File: config.mk
export PLATFORM = sky130hd
export DESIGN_NAME = scsr_ram
export DESIGN_NICKNAME = d
export VERILOG_FILES = /design/src/scsr_ram.sv
export SDC_FILE = /design/constraint.sdc
export NUM_CORES = 2
export LEC_CHECK = 0
export BUFFER_PORTS_ARGS = -buffer_cell sky130_fd_sc_hd__buf_2
export CAP_MARGIN = 0
export CELL_PAD_IN_SITES_DETAIL_PLACEMENT = 0
export CELL_PAD_IN_SITES_GLOBAL_PLACEMENT = 1
export CORE_UTILIZATION = 61
export CTS_BUF_LIST = sky130_fd_sc_hd__clkbuf_16
export DETAILED_ROUTE_END_ITERATION = 16
export PLACE_DENSITY_LB_ADDON = 0.3
export SYNTH_ARGS = -nofsm -noshare
export SYNTH_HDL_FRONTEND = slang
export SYNTH_SLANG_ARGS = --single-unit
File: constraint.sdc
create_clock -name clk -period 9.5 [get_ports clk]
set_input_delay 2.85 -clock clk [delete_from_list [all_inputs] [get_ports clk]]
set_output_delay 2.85 -clock clk [all_outputs]
set_load 0.005 [all_outputs]
File: src/scsr_ram.sv
// Generic single-port synchronous RAM with registered read data.
module scsr_ram #(
  parameter int WIDTH = 8,
  parameter int DEPTH = 256
) (
  input  logic                     clk,
  input  logic                     we,
  input  logic [$clog2(DEPTH)-1:0] addr,
  input  logic [WIDTH-1:0]         wdata,
  output logic [WIDTH-1:0]         rdata
);

  logic [WIDTH-1:0] mem [DEPTH];

  // Write on enable, read every cycle
  always_ff @(posedge clk) begin
    if (we) begin
      mem[addr] <= wdata;
    end
    rdata <= mem[addr];
  end

endmodule

After elaboration in Yosys (flattened, before gate mapping)
Memories as Yosys holds them, arrays and structs flattened. A register that Yosys moved wholly into a read port is not among the register bits.
Index checks and enable logic that the tools add are counted.
{"block": "totals", "register_bits": 0, "latchBits": 0, "mem_bits_rw": 2048, "mem_bits_ro": 0, "output_inout_bits": 8, "n_memories": 1}
{"memory": "mem", "depth": 256, "word_bits": 8, "rd": 1, "rd_ports_with_merged_regs": 1, "write_ports": 1, "line_no": "13", "text": "logic [WIDTH-1:0] mem [DEPTH];"}
{"block": "classes", "n_addsub": 0, "n_mul": 0, "div_mod_pow": 0, "magnitude_cmp": 0, "n_eq_ne": 0, "n_shift": 0, "mux": 2, "bitwise": 0, "reduce_logical": 0}
{"operator": "$mux W1", "count": 2}

Longest topological paths before layout
{"block": "depth", "ltp_word": 2, "ltp_mapped": 10, "ltp_nobuf": 5}

Least setup slack after synthesis
Ideal clock, no wire load.
{"block": "synth_path", "path_kind": "input to register", "from": "input addr[1]", "to": "memory mem[111][0], enable pin", "setup_ns": 0.370, "t_arrival_ns": 4.699, "required_time_ns": 9.130, "setup_slack_ns": 4.431, "cell_stages": 9, "n_path_buf": 5, "cell_sequence": "buf_2 clkbuf_1 clkbuf_1 nand2_1 buf_2 nor2_1 nand2_1 clkbuf_1 nor2_1"}
{"item": "start, declared", "line_no": "8", "text": "input logic [$clog2(DEPTH)-1:0] addr,"}
{"item": "end, declared", "line_no": "13"}
Straight into the memory's write port.

==> summary.md <==
| Metric | Value |
|---|---|
| Outcome | `finished, final reports clean` |
| Multiplexer share of the synthesized area | `0.147` |
| Post-DP HPWL | `106 mm` |
| Row count | `131` |
| Leading cell type in the layout, fill and taps excluded | `edfxtp_1` |
| Pins Over Slew Limit | `0` |
| P&R area growth vs syn | `10.6%` |
| Largest family of logic cells by synthesized area | `multiplexers` |
| CTS tree | `yes` |
| Layout cells sized above 1 | `0.239` |
| Drt wl/cell | `33.7 um` |
| DRT Wirelength | `183 mm` |
| F_max | `0.157 GHz` |
| Iter 0 DRT Violations | `5,519` |
| I/O pin cnt | `26` |
| Maximum VDD drop | `0.000232 V` |
| Max-slew headroom | `0.0882` |
| Synth area leaders | `edfxtp_1, mux4_2, a22oi_1` |
| Final Cycle Share | `0.670` |
| Layout fillers | `7,644` |
| Final std cells w/o fill | `5,437` |
| Largest net degree at the start of global routing | `126` |
| Sequential fraction of the synthesis area | `0.786` |
| Synth Area in Simple Gates | `0.0173` |
| Total global routing overflow | `0` |
| Post-synth top area cell | `edfxtp_1` |
| Layout Skew | `0.0227 ns` |
| Clock sink total | `2,056` |
| Clk buf depth | `3` |
| Post-Synthesis Cells | `3,547` |
| Die height | `361 um` |
| Synth Register Bits | `2,056` |
| Adder-Cell Fraction of Synth Area | `0` |
| Area of placed instances | `80,400 um2` |
| CTS Buf Count | `195` |
| Clock input transition at the sequential cells of the worst setup and hold paths | `0.06 ns` |
| Post-route ant nets | `0` |
| LEAKAGE | `26.4 nW` |
| CP arrival | `6.99 ns` |
| Reg area | `61,700 um2` |
| Final Hold Viols | `0` |
| Mapped Area | `78,500 um2` |
| DR vias | `37,800` |
| Postcts setup bufs | `0` |
| Worst Hold Class | `flop to flop` |
| Clock Root Buffer | `clkbuf_16` |
| Crit path kind | `primary input to flop` |
| Endpoints failing setup | `0` |
| Fin crit period | `6.36 ns` |
| Worst skew pair latency | `0.82 ns` |
| Deepest level of the CTS H-tree | `4` |
| Antenna violations before repair | `12` |
| RSZ-0062 raised after global routing | `false` |
| Post-route cell area | `86,800 um2` |
| Initial cell density of the core | `0.616` |
| CTS resizes | `0` |
| Synthesized area per cell | `22.1 um2` |
| Drt first pass iters | `7` |
| Drt drc | `0` |
| Final #Nets | `3,626` |
| Core Util, Final | `0.681` |
| Warnings, synthesis | `0` |
| Unique masters post-synth | `22` |
| Total track usage | `0.287` |
| Setup_tns | `0 ns` |
| Measured slew at the worst slew-check pin | `1.35 ns` |
| Post-CTS Hold Buffers | `0` |
| Number of global-route vias before repair | `38,400` |
| Max-Cap Viols | `0` |
| Multi-input gate area | `15,800 um2` |
| Data required, critical path | `10.13 ns` |
| Crit Path Max Fanout | `58` |
| Startpoint types | `primary input` |
| Routed vias/inst | `6.95` |
| Post-Syn Nets | `3,565` |
| Synth Area in XOR/XNOR | `0` |
| Core area | `128,000 um2` |
| First-pass GRT wire length | `266 mm` |
| Top cell type's share of synthesized area | `0.783` |
| Die W | `361 um` |
| PortBufs | `25` |
| Inst Count DP | `5,073` |
| Pwr Density | `214 nW/um2` |
| Commonest cells after routing, fill and taps aside | `edfxtp_1, mux4_2, a22oi_1` |
| Die area | `130,000 um2` |
| GP Congestion | `0.815` |
| Post-synthesis compound-gate area fraction | `0.0362` |
| Crit. End Element | `flop` |
metrics by stage:
stage	setup WS [ns]	total power, mW	hold WS, ns
6_report	3.14	18.6	0.980
5_1_grt	2.84	19.0	1.03
4_1_cts	3.13	18.7	0.984
3_5_place_dp	2.28	11.0	0.948
3_3_place_gp	2.16	11.0	0.959
2_1_floorplan	4.43	10.6	0.819
state kept, by name, indices dropped and copies added, names as in the netlist:
signal	cells
mem	2048
rdata	8
worst paths after layout:
| check | from | endpoint | slack [ns] | depth (start not counted) |
|---|---|---|---|---|
| worst max-delay path | addr[0] | rdata[5]$_DFF_P_ | 3.14 | 8 |
| worst min-delay path | mem[246][4]$_DFFE_PP_ | rdata[4]$_DFF_P_ | 0.98 | 5 |
| worst max register to register | mem[139][0]$_DFFE_PP_ | rdata[0]$_DFF_P_ | 6.53 | 5 |
| worst min register to register | mem[246][4]$_DFFE_PP_ | rdata[4]$_DFF_P_ | 0.98 | 5 |
power breakdown:
part | internal [mW] | total (mW) | switching [mW]
combinational | 0.268 | 0.800 | 0.532
clock | 4.50 | 7.78 | 3.28
sequential | 10.0 | 10.0 | 0.0181
total | 14.8 | 18.6 | 3.83
layer usage:
layer | track usage | wire (um) | share of wire
met1 | 0.399 | 67600 | 0.37
met2 | 0.447 | 89200 | 0.49
met3 | 0.0720 | 19900 | 0.11
met4 | 0.104 | 6420 | 0.035
met5 | 0 | 115 | 0.00063
synthesized netlist by cell type:
master and instances:
nand4_1 8, nor2b_1 7, mux4_2 512, edfxtp_1 2048, dfxtp_1 8, nor3_1 30
inv_1 1, buf_6 16, or2_2 2, clkbuf_1 145, and2_1 3, nor2_1 232
a21oi_1 128, nand2b_1 6, nand3_1 13, buf_1 19, o41ai_1 32, a22oi_1 256
buf_2 36, nand2_1 28, buf_4 16, or3_1 1
cell families after synthesis:
| group | Yosys count |
|---|---|
| buffers and inverters | 233 |
| AND/OR/NAND/NOR | 330 |
| AO/OA/AOI/OAI | 416 |
| flip-flops | 2056 |
| multiplexers | 512 |
worst max-delay path, stage by stage:
cell and delay [ns]:
buf_8 0.51, buf_4 0.75, buf_4 0.74, mux4_2 0.59, a22oi_1 0.27, a21oi_1 0.14, o41ai_1 0.75, nand4_1 0.20
cell type report:
class	instances	share of cell area
antenna	4	0.000115
clock buffer	199	0.0574
clock inverter	161	0.0165
inverter	1	0.0000432
multi-input combinational	1258	0.182
sequential	2056	0.710
tap	1662	0.0240
timing repair buffer	96	0.00934
(Power assumes the default switching activity.)
