[src/scsr_pkg.sv]
// Shared types, command codes and sizes for the serial command SRAM responder.
package scsr_pkg;

  // Backup memory geometry
  localparam int ADDR_BITS = 16;
  localparam int MEM_DEPTH = 1 << ADDR_BITS;
  localparam logic [ADDR_BITS-1:0] ADDR_MASK = '1;
  // Sum width for address offset arithmetic (offsets reach 9 bits)
  localparam int SUM_W = ADDR_BITS + 2;

  // Request byte counter saturation and reply bounds
  localparam logic [8:0] POS_MAX           = 9'd511;
  localparam logic [8:0] REPLY_LIMIT_RESET = 9'd260;
  localparam logic [8:0] REPLY_MAX         = 9'd260;

  // Frame bytes
  localparam logic [7:0] SYNC_BYTE  = 8'h76;
  localparam logic [7:0] TAIL_FIRST = 8'h70;
  localparam logic [7:0] TAIL_LAST  = 8'h42;
  localparam logic [7:0] LEN_SHORT  = 8'h05;
  localparam logic [7:0] LEN_LONG   = 8'h06;

  // Command codes
  localparam logic [7:0] CMD_WRITE    = 8'hFA;
  localparam logic [7:0] CMD_READ     = 8'hFB;
  localparam logic [7:0] CMD_ECHO     = 8'hFE;
  localparam logic [7:0] CMD_SET_ADDR = 8'h01;
  localparam logic [7:0] CMD_CLR_ADDR = 8'h08;

  // Item opcodes
  typedef enum logic [1:0] {
    OP_PUSH       = 2'd0,
    OP_PULL       = 2'd1,
    OP_CLEAR_FLAG = 2'd2,
    OP_NOP        = 2'd3
  } op_t;

  // Sequencer states
  typedef enum logic [1:0] {
    ST_CLEAR,
    ST_IDLE,
    ST_EXEC,
    ST_RESP
  } state_t;

  // Input item
  typedef struct packed {
    logic [1:0] opcode;
    logic [7:0] data_byte;
    logic       last_byte;
  } item_t;

  // Result item
  typedef struct packed {
    logic [7:0] reply_byte;
    logic       reply_valid;
    logic       reply_last;
    logic [8:0] reply_length;
    logic       addressed;
  } result_t;

  // Memory port request
  typedef struct packed {
    logic                 we;
    logic [ADDR_BITS-1:0] addr;
    logic [7:0]           wdata;
  } mem_req_t;

endpackage

[src/scsr_engine.sv]
// Command sequencer: packet parsing, reply generation and memory requests.
module scsr_engine (
  input  logic               clk,
  input  logic               rst,
  input  logic               start,
  input  scsr_pkg::item_t    item,
  input  logic               cfg_we,
  input  logic [8:0]         cfg_wdata,
  output logic               busy,
  output logic               done,
  output scsr_pkg::result_t  result,
  output scsr_pkg::mem_req_t mem_req,
  input  logic [7:0]         mem_rdata
);

  scsr_pkg::state_t state, state_next;

  // Architectural state
  logic [7:0]                     command_code, cmd_next;
  logic [8:0]                     byte_position, pos_next;
  logic [scsr_pkg::ADDR_BITS-1:0] start_address, addr_next;
  logic [7:0]                     transfer_count, cnt_next;
  logic                           echo_flag, echo_next;
  logic [8:0]                     reply_position, rpos_next;
  logic                           addressed_flag, flag_next;
  logic [8:0]                     reply_limit;
  logic [scsr_pkg::ADDR_BITS-1:0] clr_cnt;

  // Latched item and result staging
  scsr_pkg::item_t item_q;
  logic [7:0]      res_byte, byte_next;
  logic            res_valid, valid_next;
  logic            res_last, last_next;
  logic [8:0]      res_len, len_next;
  logic            res_from_mem, from_mem_next;

  // Memory access computed in the execute cycle
  logic                           wr_en;
  logic [scsr_pkg::ADDR_BITS-1:0] wr_addr, rd_addr;

  logic                           accept;
  logic                           clr_last;
  logic [8:0]                     cur_len, deliver, new_len, k_off, rd_off;
  logic [9:0]                     i_plus1, i_plus2;
  logic [15:0]                    hi_word, lo_word;
  logic [scsr_pkg::SUM_W-1:0]     clamp_sum, wr_sum, rd_sum;

  // Full reply length for a command
  function automatic logic [8:0] reply_len(input logic [7:0] cmd, input logic [7:0] cnt);
    logic [8:0] len;
    begin
      unique case (cmd)
        scsr_pkg::CMD_WRITE:    len = 9'(scsr_pkg::LEN_SHORT);
        scsr_pkg::CMD_READ:     len = 9'(scsr_pkg::LEN_SHORT) + 9'(cnt);
        scsr_pkg::CMD_ECHO:     len = 9'(scsr_pkg::LEN_LONG);
        scsr_pkg::CMD_SET_ADDR: len = 9'(scsr_pkg::LEN_LONG);
        default:                len = 9'd0;
      endcase
      return len;
    end
  endfunction

  assign accept   = start && !busy;
  assign clr_last = (clr_cnt == scsr_pkg::ADDR_MASK);

  // Next state
  always_comb begin
    state_next = state;
    unique case (state)
      scsr_pkg::ST_CLEAR: if (clr_last) state_next = scsr_pkg::ST_IDLE;
      scsr_pkg::ST_IDLE:  if (accept) state_next = scsr_pkg::ST_EXEC;
      scsr_pkg::ST_EXEC:  state_next = scsr_pkg::ST_RESP;
      scsr_pkg::ST_RESP: begin
        state_next = accept ? scsr_pkg::ST_EXEC : scsr_pkg::ST_IDLE;
      end
      default:            state_next = scsr_pkg::ST_CLEAR;
    endcase
  end

  // State outputs
  always_comb begin
    busy = rst;
    done = 1'b0;
    unique case (state)
      scsr_pkg::ST_CLEAR: busy = 1'b1;
      scsr_pkg::ST_EXEC:  busy = 1'b1;
      scsr_pkg::ST_RESP:  done = 1'b1;
      default: ;
    endcase
  end

  // Execute one item against the current state
  always_comb begin
    cmd_next      = command_code;
    pos_next      = byte_position;
    addr_next     = start_address;
    cnt_next      = transfer_count;
    echo_next     = echo_flag;
    rpos_next     = reply_position;
    flag_next     = addressed_flag;
    byte_next     = 8'd0;
    valid_next    = 1'b0;
    last_next     = 1'b0;
    len_next      = 9'd0;
    from_mem_next = 1'b0;
    wr_en         = 1'b0;

    hi_word   = {item_q.data_byte, 8'h00};
    lo_word   = (16'(start_address) & 16'hFF00) | 16'(item_q.data_byte);
    clamp_sum = scsr_pkg::SUM_W'(start_address) + scsr_pkg::SUM_W'(item_q.data_byte);
    k_off     = byte_position - 9'd6;
    wr_sum    = scsr_pkg::SUM_W'(start_address) + scsr_pkg::SUM_W'(k_off);
    wr_addr   = wr_sum[scsr_pkg::ADDR_BITS-1:0];
    rd_off    = reply_position - 9'd3;
    rd_sum    = scsr_pkg::SUM_W'(start_address) + scsr_pkg::SUM_W'(rd_off);
    rd_addr   = rd_sum[scsr_pkg::ADDR_BITS-1:0];

    cur_len = reply_len(command_code, transfer_count);
    deliver = (cur_len > reply_limit) ? reply_limit : cur_len;
    i_plus1 = 10'(reply_position) + 10'd1;
    i_plus2 = 10'(reply_position) + 10'd2;
    new_len = 9'd0;

    unique case (item_q.opcode)
      scsr_pkg::OP_PUSH: begin
        // Drop header fields and any pending reply at packet start
        if (byte_position == 9'd0) begin
          cmd_next  = 8'd0;
          addr_next = '0;
          cnt_next  = 8'd0;
          echo_next = 1'b0;
          rpos_next = 9'd0;
        end
        priority if (byte_position == 9'd1) begin
          cmd_next = item_q.data_byte;
        end else if (byte_position == 9'd3) begin
          addr_next = hi_word[scsr_pkg::ADDR_BITS-1:0];
          echo_next = (item_q.data_byte != 8'd0);
        end else if (byte_position == 9'd4) begin
          addr_next = lo_word[scsr_pkg::ADDR_BITS-1:0];
        end else if (byte_position == 9'd5) begin
          // Clamp so the last byte touched stays below the top address
          if (clamp_sum >= scsr_pkg::SUM_W'(scsr_pkg::ADDR_MASK)) begin
            cnt_next = 8'(scsr_pkg::ADDR_MASK - start_address);
          end else begin
            cnt_next = item_q.data_byte;
          end
        end else if (byte_position >= 9'd6 && command_code == scsr_pkg::CMD_WRITE) begin
          wr_en = (k_off < 9'(transfer_count));
        end else begin
        end
        new_len = reply_len(cmd_next, cnt_next);
        if (item_q.last_byte) begin
          if (cmd_next == scsr_pkg::CMD_SET_ADDR) begin
            flag_next = 1'b1;
          end else if (cmd_next == scsr_pkg::CMD_CLR_ADDR) begin
            flag_next = 1'b0;
          end
          len_next  = new_len;
          rpos_next = 9'd0;
          pos_next  = 9'd0;
        end else begin
          pos_next = (byte_position < scsr_pkg::POS_MAX) ? byte_position + 9'd1
                                                         : scsr_pkg::POS_MAX;
        end
      end
      scsr_pkg::OP_PULL: begin
        if (byte_position == 9'd0 && reply_position < deliver) begin
          valid_next = 1'b1;
          last_next  = (i_plus1 == 10'(deliver));
          rpos_next  = reply_position + 9'd1;
          priority if (reply_position == 9'd0) begin
            byte_next = scsr_pkg::SYNC_BYTE;
          end else if (reply_position == 9'd1) begin
            byte_next = command_code;
          end else if (i_plus2 == 10'(cur_len)) begin
            byte_next = scsr_pkg::TAIL_FIRST;
          end else if (i_plus1 == 10'(cur_len)) begin
            byte_next = scsr_pkg::TAIL_LAST;
          end else begin
            unique case (command_code)
              scsr_pkg::CMD_WRITE: byte_next = scsr_pkg::LEN_SHORT;
              scsr_pkg::CMD_READ: begin
                if (reply_position == 9'd2) begin
                  byte_next = cur_len[7:0];
                end else begin
                  from_mem_next = 1'b1;
                end
              end
              scsr_pkg::CMD_ECHO: begin
                byte_next = (reply_position == 9'd2) ? scsr_pkg::LEN_LONG
                                                     : {7'd0, echo_flag};
              end
              default: begin
                byte_next = (reply_position == 9'd2) ? scsr_pkg::LEN_LONG : 8'd0;
              end
            endcase
          end
        end
      end
      scsr_pkg::OP_CLEAR_FLAG: flag_next = 1'b0;
      default: ;
    endcase
  end

  // Drive the memory port: clearing sweep, item write, or reply read
  always_comb begin
    mem_req.we    = 1'b0;
    mem_req.addr  = rd_addr;
    mem_req.wdata = item_q.data_byte;
    if (state == scsr_pkg::ST_CLEAR) begin
      mem_req.we    = 1'b1;
      mem_req.addr  = clr_cnt;
      mem_req.wdata = 8'd0;
    end else if (state == scsr_pkg::ST_EXEC && wr_en) begin
      mem_req.we   = 1'b1;
      mem_req.addr = wr_addr;
    end
  end

  // Present the staged result, memory bytes straight from the read port
  always_comb begin
    result.reply_byte   = res_from_mem ? mem_rdata : res_byte;
    result.reply_valid  = res_valid;
    result.reply_last   = res_last;
    result.reply_length = res_len;
    result.addressed    = addressed_flag;
  end

  // Control and architectural state
  always_ff @(posedge clk) begin
    if (rst) begin
      state          <= scsr_pkg::ST_CLEAR;
      clr_cnt        <= '0;
      command_code   <= 8'd0;
      byte_position  <= 9'd0;
      start_address  <= '0;
      transfer_count <= 8'd0;
      echo_flag      <= 1'b0;
      reply_position <= 9'd0;
      addressed_flag <= 1'b0;
      reply_limit    <= scsr_pkg::REPLY_LIMIT_RESET;
    end else begin
      state <= state_next;
      if (state == scsr_pkg::ST_CLEAR) begin
        clr_cnt <= clr_cnt + 1'b1;
      end
      if (cfg_we) begin
        reply_limit <= cfg_wdata;
      end
      if (state == scsr_pkg::ST_EXEC) begin
        command_code   <= cmd_next;
        byte_position  <= pos_next;
        start_address  <= addr_next;
        transfer_count <= cnt_next;
        echo_flag      <= echo_next;
        reply_position <= rpos_next;
        addressed_flag <= flag_next;
      end
    end
  end

  // Item capture and result staging
  always_ff @(posedge clk) begin
    if (accept) begin
      item_q <= item;
    end
    if (state == scsr_pkg::ST_EXEC) begin
      res_byte     <= byte_next;
      res_valid    <= valid_next;
      res_last     <= last_next;
      res_len      <= len_next;
      res_from_mem <= from_mem_next;
    end
  end

  // Every executed item yields a result in the next cycle
  a_exec_then_done: assert property (@(posedge clk) disable iff (rst)
    state == scsr_pkg::ST_EXEC |=> done)
    else $error("execute cycle not followed by a result");

  // Item writes happen only for a write command
  a_write_cmd: assert property (@(posedge clk) disable iff (rst)
    (mem_req.we && state == scsr_pkg::ST_EXEC) |-> command_code == scsr_pkg::CMD_WRITE)
    else $error("memory write outside a write command");

  // A last reply byte is always a real byte
  a_last_valid: assert property (@(posedge clk) disable iff (rst)
    (done && result.reply_last) |-> result.reply_valid)
    else $error("reply_last without reply_valid");

  // Reply position never passes the longest reply
  a_rpos_bound: assert property (@(posedge clk) disable iff (rst)
    reply_position <= scsr_pkg::REPLY_MAX)
    else $error("reply position beyond longest reply");

  // Clearing sweep runs to the top address before releasing the block
  a_clear_full: assert property (@(posedge clk) disable iff (rst)
    (state == scsr_pkg::ST_CLEAR && !clr_last) |=> state == scsr_pkg::ST_CLEAR)
    else $error("clearing sweep ended early");

endmodule

[config.mk]
export PLATFORM = sky130hd
export DESIGN_NAME = scsr_engine
export DESIGN_NICKNAME = d
export VERILOG_FILES = /design/src/scsr_pkg.sv /design/src/scsr_engine.sv
export SDC_FILE = /design/constraint.sdc
export NUM_CORES = 1
export LEC_CHECK = 0
export ABC_AREA = 1
export BUFFER_PORTS_ARGS = -buffer_cell sky130_fd_sc_hd__clkbuf_2
export CAP_MARGIN = 25
export CORE_MARGIN = 2
export CORE_UTILIZATION = 50
export CTS_CLUSTER_SIZE = 12
export DETAILED_ROUTE_END_ITERATION = 8
export MAX_ROUTING_LAYER = met4
export PLACE_DENSITY = 0.78
export SETUP_SLACK_MARGIN = 0.05
export SLEW_MARGIN = 30
export SYNTH_ARGS = -nofsm -noshare
export SYNTH_HDL_FRONTEND = slang
export SYNTH_SLANG_ARGS = --single-unit
export TNS_END_PERCENT = 10
[constraint.sdc]
create_clock -name clk -period 7.95 [get_ports clk]
set_input_delay 1.59 -clock clk [delete_from_list [all_inputs] [get_ports clk]]
set_output_delay 1.59 -clock clk [all_outputs]
set_load 0.01 [all_outputs]
### Yosys cells after proc, flatten, opt, wreduce, memory -nomap -nowiden

Cells that the tools add are included.

| storage, ports and cells | value |
|---|---|
| register bits | 110 |
| bits of input ports | 32 |
| output and inout port bits | 47 |
| logic and storage cells | 151 |

| operators by class | value |
|---|---|
| add/subtract/negate cells | 13 |
| magnitude comparators | 6 |
| eq/ne operators | 30 |
| muxes and demuxes | 56 |
| bitwise logic cells | 4 |
| reductions and logical operators | 23 |

Operator list:

| cell | number |
|---|---|
| 8-bit 2-to-1 mux | 16 |
| 16-bit 2-to-1 mux | 4 |
| 9-bit 2-to-1 mux | 6 |
| 9-bit case mux with 3 select lines | 2 |
| 8-bit == test, second input constant | 6 |
| 17-bit 2-to-1 mux | 2 |
| 16-bit by 9-bit adder with 16-bit output | 2 |
| 10-bit by 9-bit == test with 1-bit output | 3 |
| 8-bit case mux with 3 select lines | 1 |
| 3-bit by 8-bit adder with 9-bit output, first input constant | 2 |
| 9-bit by 1-bit adder with 9-bit output, second input constant | 2 |
| 9-bit by 1-bit == test with 1-bit output, second input constant | 2 |
| 9-bit by 2-bit == test with 1-bit output, second input constant | 2 |
| 9-bit by 3-bit == test with 1-bit output, second input constant | 2 |
| 9-bit zero test | 2 |
| 9-bit case mux with 2 select lines | 1 |
| 16-bit by 8-bit adder with 17-bit output | 1 |
| 17-bit by 16-bit greater-or-equal comparator with 1-bit output, second input constant | 1 |
| 16-bit by 1-bit adder with 16-bit output, second input constant | 1 |
| 16-bit == test, second input constant | 1 |
| 8-bit by 1-bit == test with 1-bit output, second input constant | 2 |
| 1-bit 2-to-1 mux | 16 |
| 16-bit by 8-bit bitwise OR with 16-bit output | 1 |
| 9-bit by 1-bit adder with 10-bit output, second input constant | 1 |
| other kinds (30) | 53 |

### Depth between registers and ports, before layout

Gate-level depths: netlist of run 1.

| logic depth | value |
|---|---|
| word-level depth | 11 |
| depth in mapped cells | 39 |
| gate-level depth less buffers | 37 |

### Worst setup path before layout of run 1

No wires, ideal clock.

| timing | value |
|---|---|
| kind | flip-flop to output port |
| start | register state[1] |
| end | output mem_req[22] (netlist name) |
| arrival time | 4.590 ns |
| required time | 6.360 ns |
| setup slack | 1.770 ns |
| stages on the path, launching flop included | 29 |
| path buffers | 1 |
| cell sequence | dfxtp_1 -> inv_1 -> nor2_1 -> inv_1 -> nor2_1 -> nand4_1 -> nor4_1 -> nand2_1 -> clkbuf_1 -> nand2_1 -> o21ai_0 -> ha_1 -> fa_1 -> nand2_1 -> nand2_1 -> a21oi_1 -> nor2_1 -> o21ai_0 -> nand2_1 -> nand2_1 -> nand2_1 -> nand2_1 -> nand2_1 -> nand2_1 -> nand2_1 -> nand2_1 -> nor2_1 -> xor2_1 -> o21ai_0 |

RTL lines:

| what | line | RTL |
|---|---|---|
| start, declared | scsr_engine.sv:16 | `scsr_pkg::state_t state, state_next;` |
| start signal, assigned | scsr_engine.sv:233 | `state <= scsr_pkg::ST_CLEAR;` |
| start signal, assigned | scsr_engine.sv:244 | `state <= state_next;` |
| end, declared | scsr_engine.sv:12 | `output scsr_pkg::mem_req_t mem_req,` |

==> results of run 1 <==
## cells in the mapped netlist, drive strengths merged, types with 2 or more instances
| cell type | count |
|---|---|
| nand2 | 324 |
| inv | 252 |
| nor2 | 152 |
| o21ai | 113 |
| a21oi | 100 |
| nand3 | 93 |
| dfxtp | 79 |
| ha | 56 |
| nor3 | 36 |
| edfxtp | 31 |
| nand4 | 29 |
| xor2 | 27 |
| clkbuf | 22 |
| a211oi | 13 |
| nor4 | 13 |
| buf | 9 |
| a31oi | 8 |
| mux2 | 8 |
| or2 | 8 |
| o22ai | 7 |
| o211ai | 6 |
| o21bai | 5 |
| clkinv | 4 |
| nand3b | 4 |
| o21a | 4 |
| a21o | 2 |
| and3 | 2 |
| fa | 2 |
## logic make-up after synthesis
kind of cell | after synthesis | synth area share
AO/OA/AOI/OAI | 263 | 0.1593
XOR/XNOR | 28 | 0.02712
adder cells (fa/ha/maj) | 58 | 0.08191
buffers and inverters | 287 | 0.1216
flip-flops | 110 | 0.2778
multiplexers | 8 | 0.009963
AND/OR/NAND/NOR | 664 | 0.3223
## area by class of cell
| class | instances | area share |
|---|---|---|
| well taps | 229 | 0.02875 |
| clock inverters | 7 | 0.01218 |
| flip-flops and latches | 110 | 0.2521 |
| repair buffers | 82 | 0.04218 |
| clock buffers | 9 | 0.02260 |
| multi-input cells | 1021 | 0.5458 |
| inverters | 256 | 0.09641 |
## metrics by stage
step / utilization / cells
2_1_floorplan: - / 1418
3_3_place_gp: 0.5390 / 1698
3_5_place_dp: 0.5392 / 1698
4_1_cts: 0.5587 / 1714
5_1_grt: 0.5587 / 1714
6_report: 0.5587 / 1714
## cell usage in the layout, fill, tap and decap left out, types with 27 or more instances in the layout
master,synthesis,final
sky130_fd_sc_hd__nand2_1,312,312
sky130_fd_sc_hd__inv_1,246,245
sky130_fd_sc_hd__nor2_1,143,141
sky130_fd_sc_hd__o21ai_0,107,107
sky130_fd_sc_hd__a21oi_1,99,99
sky130_fd_sc_hd__nand3_1,91,91
sky130_fd_sc_hd__dfxtp_1,79,79
sky130_fd_sc_hd__clkbuf_2,0,78
sky130_fd_sc_hd__ha_1,56,56
sky130_fd_sc_hd__nor3_1,35,35
sky130_fd_sc_hd__edfxtp_1,31,31
sky130_fd_sc_hd__nand4_1,27,27
sky130_fd_sc_hd__xor2_1,27,27
## registers in the layout, indices dropped and copies added, names as in the netlist, 9 cells and up
signal	count
reply_position	9
reply_limit	9
start_address	16
res_len	9
byte_position	9
clr_cnt	16
## power groups by stage
stage	Combinational, W	Sequential, W	Clock (W)
6_report	0.0000423	0.000581	0.000539
5_1_grt	0.0000476	0.000581	0.000563
4_1_cts	0.0000424	0.000581	0.000543
3_5_place_dp	0.0000422	0.000594	0
3_3_place_gp	0.0000411	0.000594	0
2_1_floorplan	0.0000250	0.000593	0
## per-layer routing
| layer | wire [um] | global-route usage |
|---|---|---|
| met5 | 0 | - |
| met4 | 868 | 0.1015 |
| met3 | 1805 | 0.04157 |
| met2 | 12360 | 0.4627 |
| met1 | 11870 | 0.3555 |
## path summary, 6_finish.rpt
check	start	to	slack, ns	cells after the start
min	reply_limit[4]	reply_limit[4]	0.49	2
max	byte_position[1]	mem_req[20]	1.21	33
min reg2reg	reply_limit[4]	reply_limit[4]	0.49	2
max reg2reg	transfer_count[0]	reply_position[5]	2.44	34
## worst register-to-register path, delay by kind of cell (launching register included)
kind | cells | cell delay [ns]
AO/OA/AOI/OAI | 6 | 1.02
adder cells (fa/ha/maj) | 3 | 0.80
buffers and inverters | 4 | 0.43
flip-flops | 1 | 0.52
AND/OR/NAND/NOR | 21 | 2.60
==> impl_metrics.py, run 1 <==
metrics = {
    "status": {
        "status": "finished, final reports clean",
    },
    "die": {
        "row_count": 49,
        "top_level_ports": 79,
        "die_w_um": 138.5,
        "floorplan.die_area_mm2": 0.01918,
        "start_util": 0.5068,
        "core-area_mm2": 0.01784,
        "die_y_um": 138.5,
    },
    "setup_path": {
        "worst-path-buf-inv": 3,
        "peak_fanout_along_the_critical_path": 16,
        "timing.critical_path.to_type": "output pin",
        "crit_family": "simple AND/OR/NAND/NOR gates",
        "required_ns": 6.36,
        "crit_arrival_ns": 5.15,
        "cp-start-kind": "flop",
        "cp_slowest_cell": "sky130_fd_sc_hd__fa_1",
        "crit_path_max_incr_delay_ns": 0.40,
        "timing.critical_path.mode_cell": "sky130_fd_sc_hd__nand2_1",
        "setup.worst_path.class": "flop to output pin",
    },
    "pwr": {
        "switchingPower_w": 0.0002571,
        "post-layout-total-power_w": 0.001161,
        "leakage_nw": 4.744,
        "clockPowerShare": 0.464,
        "vdd.ir_drop.worst_v": 0.0001044,
        "combinationalPowerShare": 0.036,
        "p_per_area_mw_per_mm2": 116.5,
        "power_report.internal_total_w": 0.0009044,
        "power.sequential.fraction": 0.500,
        "fraction_of_power_spent_switching_nets": 0.2213,
    },
    "timing": {
        "clock_tree_skew_after_final_layout_ns": 0.007064,
        "relSlewSlack": 0.3648,
        "finalWorstSetupSlack_ns": 1.208,
        "finalSetupTns_ns": 0,
        "setup_viol": 0,
        "final-hold-violation-count": 0,
        "finalCritPeriodShare": 0.8480,
        "finalWorstPathRequiredPeriod_ns": 6.742,
        "setup_repair_after_global_routing_missed_its_margin": "no",
        "tightestPinTransition_ns": 0.9469,
        "slew_viol_final": 0,
        "maxClockFrequency_mhz": 148.3,
        "hold-worst-slack_ns": 0.4880,
    },
    "drt": {
        "detail_route.vias_per_cell": 5.554,
        "wirelength_mm": 26.90,
        "routed_wire_length_per_instance_um": 15.69,
        "route.detailed.drc": 0,
        "via_count": 9519,
        "drt_first_iter_violations": 968,
        "first_pass_iters": 6,
        "ant_nets": 0,
    },
    "synth": {
        "synth.net_count": 1508,
        "synth-async-reset-ratio": 0,
        "yosysWarnings": 0,
        "yosys.area.top_type": "sky130_fd_sc_hd__dfxtp_1",
        "synth.yosys.seq_area_share": 0.2778,
        "yosys.area.top_type_share": 0.1749,
        "syn-instance-count": 1418,
        "synth.distinct_cells": 53,
        "postSynth.topFlopCell": "sky130_fd_sc_hd__dfxtp_1",
        "synth_area_per_cell_um2": 6.377,
        "ys_seq_elements": 110,
        "synth-edff-count": 31,
        "synth.cell_area_mm2": 0.009042,
        "synth.top_cells.by_area": "sky130_fd_sc_hd__dfxtp_1, sky130_fd_sc_hd__nand2_1, sky130_fd_sc_hd__edfxtp_1",
    },
    "placement": {
        "gp_routability_congestion": 0.9815,
        "place.port_buffers": 78,
        "hpwl_mm": 20.83,
        "placement.setup.worst_slack_ns": 1.704,
        "dpl_cell_area_mm2": 0.009620,
    },
    "worst_hold_path": {
        "worst_hold_path_type": "flop to flop",
    },
    "grt": {
        "groute.usage.overall": 0.2822,
        "grt_pass1_wl_mm": 42.92,
        "largest_net_degree_at_the_start_of_global_routing": 52,
        "antenna_found_initial": 0,
        "vias_in_the_first_global_route": 8696,
        "grt_remaining_overflow": 0,
    },
    "final_layout": {
        "regArea_mm2": 0.002512,
        "layout.filler_cells": 1775,
        "antenna_diode_instance_count": 0,
        "fin_nets": 1570,
        "drive_above_1_share": 0.09899,
        "area_used_by_multi_input_combinational_logic_mm2": 0.005440,
        "final_area_mm2": 0.009967,
        "syn_to_final_growth_pct": 10.23,
    },
    "clock_network": {
        "postCtsSetupRepairBufs": 0,
        "cts_inserted_buffers": 9,
        "clkTransAtPathRegs_ns": 0.08,
        "clock_tree.root_cell": "sky130_fd_sc_hd__clkbuf_16",
        "clock-sinks": 110,
        "clkLatencyLatePin_ns": 0.37,
        "cts_tree": "done",
        "cts_resized": 0,
        "ctsHoldBuffers": 0,
        "cts_buffer_depth": 2,
        "h-tree-depth": 3,
    },
    "flow_run": {
        "max_cap_viol_count": 0,
    },
}
(Power assumes the default switching activity.)
==> run 2: changes to the inputs <==
- clock period: 7.95 -> 7.1 ns (I/O delays scaled with it)
==> run 2 against run 1 <==
Compared with the run above:
- setup slack lost 0.48 ns
- clock power grew 11%
- non-clock buffer count is the same
- clock skew grew 0.0055 ns
- critical path type unchanged
- largest power group unchanged
==> impl_metrics.py, run 2 (same netlist as run 1, synthesis figures left out) <==
metrics = {
    "drt": {
        "ant_nets": 0,
        "first_pass_iters": 5,
        "drt_first_iter_violations": 753,
        "detail_route.vias_per_cell": 5.520,
        "wirelength_mm": 26.57,
        "via_count": 9462,
        "routed_wire_length_per_instance_um": 15.50,
        "route.detailed.drc": 0,
    },
    "final_layout": {
        "instances_no_fill": 1714,
        "regArea_mm2": 0.002512,
        "layout.cells.most_common": "sky130_fd_sc_hd__nand2_1",
        "layout.filler_cells": 1798,
        "drive_above_1_share": 0.09966,
        "area_used_by_multi_input_combinational_logic_mm2": 0.005443,
        "antenna_diode_instance_count": 0,
        "syn_to_final_growth_pct": 10.24,
        "most_frequent_cells_in_the_layout": "sky130_fd_sc_hd__nand2_1, sky130_fd_sc_hd__inv_1, sky130_fd_sc_hd__nor2_1",
        "fin_nets": 1570,
        "largestRegisters": "clr_cnt (16), start_address (16)",
    },
    "timing": {
        "clock_tree_skew_after_final_layout_ns": 0.01253,
        "setup_repair_after_global_routing_missed_its_margin": "no",
        "setup_viol": 0,
        "finalCritPeriodShare": 0.8969,
        "finalWorstPathRequiredPeriod_ns": 6.368,
        "relSlewSlack": 0.3864,
        "maxClockFrequency_mhz": 157.0,
        "finalWorstSetupSlack_ns": 0.7321,
        "slew_viol_final": 0,
        "finalSetupTns_ns": 0,
        "tightestPinTransition_ns": 0.9147,
        "final-hold-violation-count": 0,
    },
    "clock_network": {
        "ctsHoldBuffers": 0,
        "cts_tree": "done",
        "cts_buffer_depth": 2,
        "clock_tree.root_cell": "sky130_fd_sc_hd__clkbuf_16",
        "cts_inserted_buffers": 9,
        "h-tree-depth": 3,
        "clkTransAtPathRegs_ns": 0.08,
        "clock-sinks": 110,
        "clkLatencyLatePin_ns": 0.37,
        "postCtsSetupRepairBufs": 0,
    },
    "die": {
        "die_w_um": 138.5,
        "floorplan.die_area_mm2": 0.01918,
        "top_level_ports": 79,
        "row_count": 49,
        "die_y_um": 138.5,
        "core-area_mm2": 0.01784,
        "start_util": 0.5068,
    },
    "setup_path": {
        "crit_path_max_incr_delay_ns": 0.40,
        "crit_arrival_ns": 4.95,
        "timing.critical_path.mode_cell": "sky130_fd_sc_hd__nand2_1",
        "timing.critical_path.to_type": "output pin",
        "cp_slowest_cell": "sky130_fd_sc_hd__fa_1",
        "cp-start-kind": "flop",
        "regToRegSetupSlack_ns": 1.69,
        "peak_fanout_along_the_critical_path": 16,
        "required_ns": 5.68,
        "setup.worst_path.class": "flop to output pin",
    },
    "placement": {
        "dp.cells": 1698,
        "place.port_buffers": 78,
        "hpwl_mm": 20.83,
        "gp_routability_congestion": 0.9810,
        "placement.setup.worst_slack_ns": 1.072,
    },
    "grt": {
        "grt_remaining_overflow": 0,
        "largest_net_degree_at_the_start_of_global_routing": 52,
        "groute.usage.overall": 0.2821,
        "vias_in_the_first_global_route": 8671,
        "grt_pass1_wl_mm": 42.88,
        "antenna_found_initial": 0,
    },
    "pwr": {
        "leakage_nw": 4.746,
        "vdd.ir_drop.worst_v": 0.0001135,
        "p_per_area_mw_per_mm2": 130.1,
    },
    "worst_hold_path": {
        "worst_hold_path_type": "flop to flop",
    },
    "flow_run": {
        "max_cap_viol_count": 0,
    },
    "status": {
        "status": "finished, final reports clean",
    },
}
run 2: layout make-up:
type / instances / area share
inverters: 256 / 0.09640
clock buffers: 9 / 0.02259
clock inverters: 7 / 0.01205
repair buffers: 82 / 0.04217
well taps: 229 / 0.02874
flip-flops and latches: 110 / 0.2520
multi-input cells: 1021 / 0.5460
run 2: power by group:
group | total, W | leakage [nW] | internal [W] | switching, W
Combinational | 0.0000469 | 3.69 | 0.0000188 | 0.0000282
Clock | 0.000600 | 0.166 | 0.000346 | 0.000253
Sequential | 0.000650 | 0.885 | 0.000647 | 0.00000338
run 2: worst max-delay path, delay by kind of cell, from the launching register on:
family / cells / cell delay (ns)
fa+ha+maj: 4 / 1.10
compound gates: 7 / 0.93
buf+inv: 2 / 0.26
simple gates: 19 / 1.92
flops: 1 / 0.38
run 2: stage by stage:
step | cell area (um2) | hold slack (ns) | power (W) | util
finish | 9968 | 0.4876 | 0.001297 | 0.5587
global route | 9968 | 0.4980 | 0.001334 | 0.5587
CTS | 9966 | 0.4888 | 0.001302 | 0.5586
detailed placement | 9620 | 0.4776 | 0.0007120 | 0.5392
global placement | 9615 | 0.4668 | 0.0007108 | 0.5390
floorplan | 9042 | 0.4509 | 0.0006915 | -
run 2: routing by layer:
metal | track usage | part of all wire | up-vias
li1 | - | - | 4751
met1 | 0.3585 | 0.43 | 4239
met2 | 0.4495 | 0.45 | 392
met3 | 0.04122 | 0.074 | 80
met4 | 0.1214 | 0.039 | 0
met5 | - | 0 | -
run 2: final timing paths:
check,start,end,depth (start not counted)
setup / recovery,byte_position[1],mem_req[20],32
setup reg to reg,transfer_count[0],reply_position[3],32
hold / removal,reply_limit[4],reply_limit[4],2
hold reg to reg,reply_limit[4],reply_limit[4],2
run 2: timing repair:
action                                 in CTS  in global routing
endpoints found under the hold margin       0                  0
resized for setup                           0                  1
setup endpoints to repair                   0                  2
==> run 3: changes to the inputs <==
- CORE_ASPECT_RATIO: not set -> 1.75
- GPL_TIMING_DRIVEN: not set -> 0
==> run 3 against run 2 <==
Compared with the run above:
- clock-buffer cell count did not move
- cell area rose by 0.95%
- register-to-register slack got worse by 0.33 ns
- non-clock buffer count rose by 26
- clock power fell by 9.8%
- largest power group unchanged
==> impl_metrics.py, run 3 (same netlist as run 1, synthesis figures left out) <==
metrics = {
    "status": {
        "status": "finished, final reports clean",
    },
    "placement": {
        "gp_routability_congestion": 1.032,
        "hpwl_mm": 24.52,
        "place.port_buffers": 77,
        "dp.cells": 1729,
    },
    "pwr": {
        "post-layout-total-power_w": 0.001243,
        "p_per_area_mw_per_mm2": 123.5,
        "vdd.ir_drop.worst_v": 0.0001163,
        "leakage_nw": 4.775,
    },
    "drt": {
        "detail_route.vias_per_cell": 5.531,
        "route.detailed.drc": 0,
        "ant_nets": 0,
        "routed_wire_length_per_instance_um": 17.33,
        "wirelength_mm": 30.26,
        "via_count": 9657,
        "drt_first_iter_violations": 670,
        "first_pass_iters": 9,
    },
    "grt": {
        "largest_net_degree_at_the_start_of_global_routing": 25,
        "met2_usage": 0.6072,
        "gr-usage-met3": 0.04846,
        "grt_remaining_overflow": 0,
        "vias_in_the_first_global_route": 9354,
        "antenna_found_initial": 0,
        "grt_pass1_wl_mm": 47.54,
        "groute.usage.overall": 0.3286,
        "use_met1": 0.2947,
        "gr-max-usage-layer": "met2",
    },
    "clock_network": {
        "clkTransAtPathRegs_ns": 0.07,
        "cts_tree": "done",
        "cts_inserted_buffers": 9,
        "h-tree-depth": 3,
        "clock_tree.root_cell": "sky130_fd_sc_hd__clkbuf_16",
        "ctsHoldBuffers": 0,
        "cts_buffer_depth": 2,
        "clock-sinks": 110,
        "clkLatencyLatePin_ns": 0.37,
    },
    "worst_hold_path": {
        "hold_depth": 2,
        "holdCritStartpoint": "byte_position[7]",
        "worst_hold_path_type": "flop to flop",
    },
    "timing": {
        "final-hold-violation-count": 0,
        "hold-worst-slack_ns": 0.4934,
        "maxClockFrequency_mhz": 151.9,
        "setup_viol": 0,
        "finalCritPeriodShare": 0.9273,
        "slew_viol_final": 0,
        "setup_repair_after_global_routing_missed_its_margin": "no",
        "tightestPinTransition_ns": 0.8909,
        "clock_tree_skew_after_final_layout_ns": 0.01479,
        "finalWorstPathRequiredPeriod_ns": 6.584,
        "relSlewSlack": 0.4039,
    },
    "setup_path": {
        "setup.worst_path.class": "flop to output pin",
        "setup.worst_path.start": "byte_position[1]",
        "cp-start-kind": "flop",
        "crit_path_max_incr_delay_ns": 0.63,
        "required_ns": 5.68,
        "worst_r2r_startpoint": "command_code[2]",
        "peak_fanout_along_the_critical_path": 10,
        "cp_slowest_cell": "sky130_fd_sc_hd__o21ai_0",
        "timing.critical_path.to_type": "output pin",
        "worst-r2r-cell-count": 38,
        "timing.critical_path.mode_cell": "sky130_fd_sc_hd__nand2_1",
        "crit_arrival_ns": 5.16,
    },
    "die": {
        "core-area_mm2": 0.01789,
        "row_count": 65,
        "top_level_ports": 79,
        "die_y_um": 181.9,
        "floorplan.die_area_mm2": 0.01922,
        "start_util": 0.5054,
        "die_w_um": 105.7,
    },
    "final_layout": {
        "fin_nets": 1597,
        "most_frequent_cells_in_the_layout": "sky130_fd_sc_hd__nand2_1, sky130_fd_sc_hd__inv_1, sky130_fd_sc_hd__nor2_1",
        "syn_to_final_growth_pct": 11.29,
        "antenna_diode_instance_count": 0,
        "instances_no_fill": 1746,
        "finalCoreUtilization": 0.5624,
        "drive_above_1_share": 0.1019,
        "largestRegisters": "clr_cnt (16), start_address (16)",
        "layout.cells.most_common": "sky130_fd_sc_hd__nand2_1",
    },
    "flow_run": {
        "max_cap_viol_count": 0,
    },
}
run 3: cell count changes in the layout (fill, tap and decap cells not counted), moves of 2 or more:
cell / before / now
sky130_fd_sc_hd__clkbuf_1: 0 / 20
sky130_fd_sc_hd__nor2_2: 9 / 11
sky130_fd_sc_hd__bufinv_16: 3 / 1
sky130_fd_sc_hd__buf_4: 4 / 6
sky130_fd_sc_hd__buf_2: 0 / 4
sky130_fd_sc_hd__inv_6: 1 / 3
run 3: repair_timing:
item	4_1_cts	5_1_grt
setup endpoints to repair	0	6
gates resized for setup	0	5
setup buffers	0	1
run 3: final timing paths:
kind | to | slack [ns]
setup / recovery | mem_req[17] | 0.52
hold / removal | byte_position[7] | 0.49
setup reg to reg | reply_position[7] | 1.36
hold reg to reg | byte_position[7] | 0.49
run 3: layer usage:
layer / share of wire / vias to the layer above
met3: 0.037 / 158
met4: 0.087 / 0
met2: 0.53 / 315
met1: 0.34 / 4373
li1: - / 4811
met5: 0 / -
run 3: report_power, final:
| group | internal (W) | switching [W] | total (W) | leakage [nW] |
|---|---|---|---|---|
| Clock | 0.000281 | 0.000261 | 0.000541 | 0.154 |
| Sequential | 0.000647 | 0.00000376 | 0.000651 | 0.885 |
| Combinational | 0.0000193 | 0.0000315 | 0.0000508 | 3.74 |
run 3: area by class of cell:
cell class / count / area [um2]
Sequential cell: 110 / 2512
Multi-Input combinational cell: 1022 / 5456
Tap cell: 234 / 292.8
Clock inverter: 7 / 86.33
Inverter: 256 / 960.9
Fill cell: 1854 / 7829
Timing Repair Buffer: 78 / 392.9
Buffer: 30 / 136.4
Clock buffer: 9 / 225.2
run 3: stage by stage:
stage	worst slack [ns]	setup TNS [ns]	instance area (um2)
global placement	-0.1249	-0.2167	9721
floorplan	1.090	0	9042
global route	0.04040	0	10060
detailed placement	0.7355	0	9731
CTS	0.3135	0	10040
finish	0.5165	0	10060
run 3: worst max-delay path: cells and delay by family (launching register included):
| family | cells | cell delay (ns) |
|---|---|---|
| buffers and inverters | 4 | 0.54 |
| adder cells (fa/ha/maj) | 3 | 0.78 |
| AND/OR/NAND/NOR | 10 | 0.87 |
| flip-flops | 1 | 0.39 |
| AO/OA/AOI/OAI | 9 | 1.85 |
| XOR/XNOR | 2 | 0.37 |
